===== src/design/trle_pkg.sv =====
// Shared types, constants and codes for the TGA RLE row encoder.
package trle_pkg;

	localparam int DEF_MAX_PACKET      = 128;
	localparam int DEF_PIXELS_PER_BEAT = 4;

	localparam int PIX_W       = 32;
	localparam int BYTE_W      = 8;
	localparam int HDR_W       = 8;
	localparam int CNT_OUT_W   = 3;
	localparam int BEAT_SLOTS  = 4;
	localparam int BEAT_IDX_W  = 2;
	localparam int CFG_IDX_W   = 1;
	localparam int CFG_DATA_W  = 1;

	localparam logic [HDR_W-1:0] RUN_BASE = 8'd128;

	localparam logic [CFG_IDX_W-1:0] REG_ALPHA_MODE = 1'b0;
	localparam logic [CFG_IDX_W-1:0] REG_RLE_ENABLE = 1'b1;

	typedef enum logic [1:0] {
		ST_IDLE,
		ST_PREP,
		ST_FILL,
		ST_SEND
	} ctrl_state_t;

	typedef struct packed {
		logic take;
		logic fill;
		logic beat_taken;
	} trle_cmd_t;

	typedef struct packed {
		logic job_pending;
		logic beat_full;
		logic pkt_done;
		logic more_jobs;
	} trle_sts_t;

endpackage


===== src/design/trle_ctrl.sv =====
// Controller: sequences item intake, store read setup, beat filling and beat hand-off.
module trle_ctrl import trle_pkg::*; (
	input  logic      clk,
	input  logic      arst_n,
	input  logic      in_valid,
	output logic      in_ready,
	output logic      out_valid,
	input  logic      out_ready,
	input  trle_sts_t sts,
	output trle_cmd_t cmd
);

	ctrl_state_t state_q, state_d;

	always_ff @(posedge clk or negedge arst_n) begin
		if (!arst_n) begin
			state_q <= ST_IDLE;
		end else begin
			state_q <= state_d;
		end
	end

	always_comb begin
		state_d        = state_q;
		in_ready       = 1'b0;
		out_valid      = 1'b0;
		cmd            = '0;
		case (state_q)
			ST_IDLE: begin
				in_ready = 1'b1;
				if (in_valid) begin
					cmd.take = 1'b1;
					state_d  = ST_PREP;
				end
			end
			ST_PREP: begin
				state_d = sts.job_pending ? ST_FILL : ST_IDLE;
			end
			ST_FILL: begin
				cmd.fill = 1'b1;
				if (sts.beat_full) begin
					state_d = ST_SEND;
				end
			end
			ST_SEND: begin
				out_valid = 1'b1;
				if (out_ready) begin
					cmd.beat_taken = 1'b1;
					if (sts.pkt_done && !sts.more_jobs) begin
						state_d = ST_IDLE;
					end else begin
						state_d = ST_FILL;
					end
				end
			end
			default: begin
				state_d = ST_IDLE;
			end
		endcase
	end

endmodule


===== config.mk =====
export PLATFORM = sky130hd
export DESIGN_NAME = trle_ctrl
export DESIGN_NICKNAME = d
export VERILOG_FILES = /design/src/design/trle_pkg.sv /design/src/design/trle_ctrl.sv
export SDC_FILE = /design/constraint.sdc
export NUM_CORES = 1
export LEC_CHECK = 0
export ABC_CLOCK_PERIOD_IN_PS = 1750
export BUFFER_PORTS_ARGS = -buffer_cell sky130_fd_sc_hd__buf_4
export CAP_MARGIN = 20
export CORE_AREA = 2 2 39 41
export DETAILED_ROUTE_END_ITERATION = 6
export DIE_AREA = 0 0 41 43
export PLACE_DENSITY = 0.33
export SLEW_MARGIN = 20
export SYNTH_ARGS = -nofsm -noshare
export SYNTH_HDL_FRONTEND = slang
export SYNTH_SLANG_ARGS = --single-unit

===== constraint.sdc =====
create_clock -name clk -period 1.75 [get_ports clk]
set_clock_uncertainty 0.1 [all_clocks]
set_input_delay 0.0875 -clock clk [delete_from_list [all_inputs] [get_ports clk]]
set_output_delay 0.0875 -clock clk [all_outputs]
set_load 0.02 [all_outputs]

# Word-level counts from Yosys, hierarchy flattened
# Cells that the tools add are included.
[word_totals] output_inout_bits=5 regBits=2 inputBits=8
[classes] n_reduce_logical=4 eq_ne=6 muxes=13
[ops] operator="two-way mux 2 bit" count=5
[ops] operator="case mux 2 bit (4 select lines)" count=1
[ops] operator="two-way mux 1 bit" count=7
[ops] operator="inequality test 2 bit (second input constant)" count=3
[ops] operator="equality test 2 bit (second input constant)" count=2
[ops] operator="AND reduction 3 bit" count=1
[ops] operator="equality test 2 x 1 -> 1 bit (second input constant)" count=1
[ops] operator="zero test 2 bit" count=1
[ops] operator="logical AND 1 bit" count=1
[ops] operator="zero test 1 bit" count=1

# Depth between registers and ports, before layout
[depth] word_depth=5 depth_mapped=2 depth_no_buf=2

# Worst setup path before layout
# Ideal clock, no wire load.
[synth_timing] path_type="flip-flop to output port" start="reg state_q[0]" end="out cmd[2] in the netlist's numbering" required_ps=1562 stages_incl_launch_ff=3 arrival_ps=1034 path_slack_ps=529 path_buffers=0 cell_sequence="dfrtp_1 > nor2_1 > and2_1"
[synth_rtl] element="start, declared" line="trle_ctrl.sv:13" rtl="ctrl_state_t state_q, state_d;"
[synth_rtl] element="start signal, assigned" line="trle_ctrl.sv:19" rtl="state_q <= state_d;"
[synth_rtl] element="end, declared" line="trle_ctrl.sv:10" rtl="output trle_cmd_t cmd"

==> run_results.csv <==
group,metric,value,unit
worst_setup_path,cp-start-kind,"flip-flop",
cts,clkTransAtPathRegs,0.03,ns
logic_synthesis,ys_seq_elements,2,
worst_setup_path,crit_arrival,1.08,ns
layout,final_common_cell,"buf_4",
route,drt_wl_total,434,µm
layout,area_delta_synth_final,140,%
worst_setup_path,r2r_start,"state_q[1]",
sta,setup_viol,0,
worst_setup_path,worstPathRequired,1.56,ns
logic_synthesis,yosysSeqAreaShare,43.0,%
cts,cts_hold_buf,3,
route,dr.pass1.iters,2,
logic_synthesis,yosys_warnings,0,
route,num_vias,165,
global_routing,grt_max_degree,7,
cts,post_cts_resize_count,0,
layout,reg_top3,"state_q x2",
floorplanning,die_h,43,µm
placed_design,dp_hpwl,353,µm
worst_setup_path,r2r_cells,2,
layout,drive_gt1_share,51.6,%
floorplanning,ios,13,
route,vias_per_cell,3.51,
floorplanning,initial_core_util,8.41,%
worst_setup_path,endpoint_kind,"output port",
worst_setup_path,ff2ff_setup_slack,0.80,ns
worst_setup_path,path_class,"reg2out",
sta,drv_slew,0,
pwr,total_power,0.451,mW
logic_synthesis,synth_nets,21,
cts,cts.path.max_buffers,2,
route,route.antenna.remaining_nets,0,
pwr,pwr_density_cell,1620,nW/µm²
logic_synthesis,postSynthAreaPerCell,8.95,µm²
cts,cts_setup_buffers,0,
run_status,status,"finished, final reports clean",
global_routing,grt.total_usage,6.53,%
route,wl_per_cell,9.23,µm
floorplanning,core.rowCount,14,
route,drc,0,
floorplanning,design.die.area,1760,µm²
layout,diodes,0,
sta,min_period,1.27,ns
pwr,ir_drop,409,µV
pwr,total_leakage_power,0.147,nW
route,first_iter_violations,3,
global_routing,grt_first_pass_wirelength,710,µm
layout,nets,41,
worst_setup_path,crit_end,"cmd[2]",
floorplanning,die_w,41,µm
placed_design,place_congestion,0.588,
worst_hold_path,min_path_type,"in2reg",
worst_setup_path,r2r-end,"state_q[0]",
layout,utilization,20.2,%
layout,largest_register_ffs,2,
worst_setup_path,crit_start,"state_q[0]",
sta,slew_headroom,87.3,%
logic_synthesis,syn_inst,13,
cts,cts_tree,"built",
sta,final_hold_viol_count,0,
sta,fmax,0.787,GHz
layout,top_register,"state_q",
global_routing,gr-total-overflow,0,
logic_synthesis,yosysUniqueCellTypes,11,
flow_run,cap_viol_max_count,0,
cts,clock-root-buffer,"clkbuf_4",
global_routing,antenna_found_initial,0,
sta,fin_hold_ws,0.0282,ns
cts,cts_buffers,3,
cts,cts.sinks,2,
sta,rsz0062_at_grt,"no",
floorplanning,core-area,1380,µm²
worst_setup_path,cp_max_fo,6,
sta,worstMarginPinSlew,0.190,ns
cts,insertion_delay,0.22,ns
placed_design,port_buffers,12,
logic_synthesis,synthesis.area,116,µm²
sta,fin_crit_sh,72.6,%
sta,setup_tns,0,ns
cts,cts_max_level,1,
global_routing,grt_pass1_vias,183,
layout,final_cell_mix,"buf_4 (12), clkbuf_4 (3), dlygate4sd3_1 (3), inv_1 (2), dfrtp_1 (2)",
## worst max-delay path, cell delays in order (launching register included)
cell and delay, ns:
dfrtp_1 0.42, nor2_1 0.15, and2_1 0.15, buf_4 0.14
## Yosys cell counts
library cell  instances  area share [%]
and3_4                1             9.7
a31oi_1               1             5.4
mux2i_1               1             8.6
nand2_1               1             3.2
a21oi_1               1             4.3
nor2b_1               1             5.4
nor2_1                1             3.2
o22ai_1               1             5.4
inv_1                 2             6.5
and2_1                1             5.4
dfrtp_1               2              43
## worst min-delay path by stage
| stage | from | end | slack, ns | cells past startpoint |
|---|---|---|---|---|
| final | sts[0] | state_q[1] | 0.03 | 3 |
| after global routing | sts[0] | state_q[1] | 0.02 | 3 |
| after CTS | sts[0] | state_q[1] | 0.02 | 3 |
| after detailed placement | arst_n | state_q[0] | -0.23 | 1 |
| after global placement | arst_n | state_q[0] | -0.23 | 1 |
| after floorplan | arst_n | state_q[0] | -0.31 | 0 |
## area by class of cell
cell class	instances	area (µm²)
multi-input cells	9	58.8
fillers	160	1100
inverters	2	7.51
clock buffers	3	22.5
repair buffers	15	120
flip-flops and latches	2	50.0
well taps	16	20.0
## cells by family (layout without fill, tap and decap cells)
group | after synthesis | in the layout | synth area share [%]
AOI/OAI and AO/OA | 3 | 3 | 15.1
buffers and inverters | 2 | 20 | 6.45
DFF | 2 | 2 | 43.0
muxes | 1 | 1 | 8.60
and+or+nand+nor | 5 | 5 | 26.9
## per-layer routing
layer	global-route usage [%]	routed length, µm	part of all wire [%]	vias up
met5	0	0	0	-
met4	6.00	0	0	0
met3	4.71	61	14	0
met2	6.56	145	33	15
met1	8.36	227	52	70
li1	-	-	-	80
## power breakdown
| group | internal, mW | leakage (nW) | switching, mW |
|---|---|---|---|
| clock network | 0.0757 | 0.0138 | 0.0265 |
| logic | 0.118 | 0.112 | 0.126 |
| registers | 0.0696 | 0.0219 | 0.0357 |
| total | 0.264 | 0.147 | 0.188 |
## through the flow
stage               cell area [µm²]  setup WS [ns]  cells
CTS                             279          0.460     47
global route                    279          0.373     47
detailed placement              226          0.714     41
floorplan                       116          0.529     13
global placement                226          0.710     41
finish                          279          0.480     47
No activity file was read; power rests on OpenSTA's default activity.
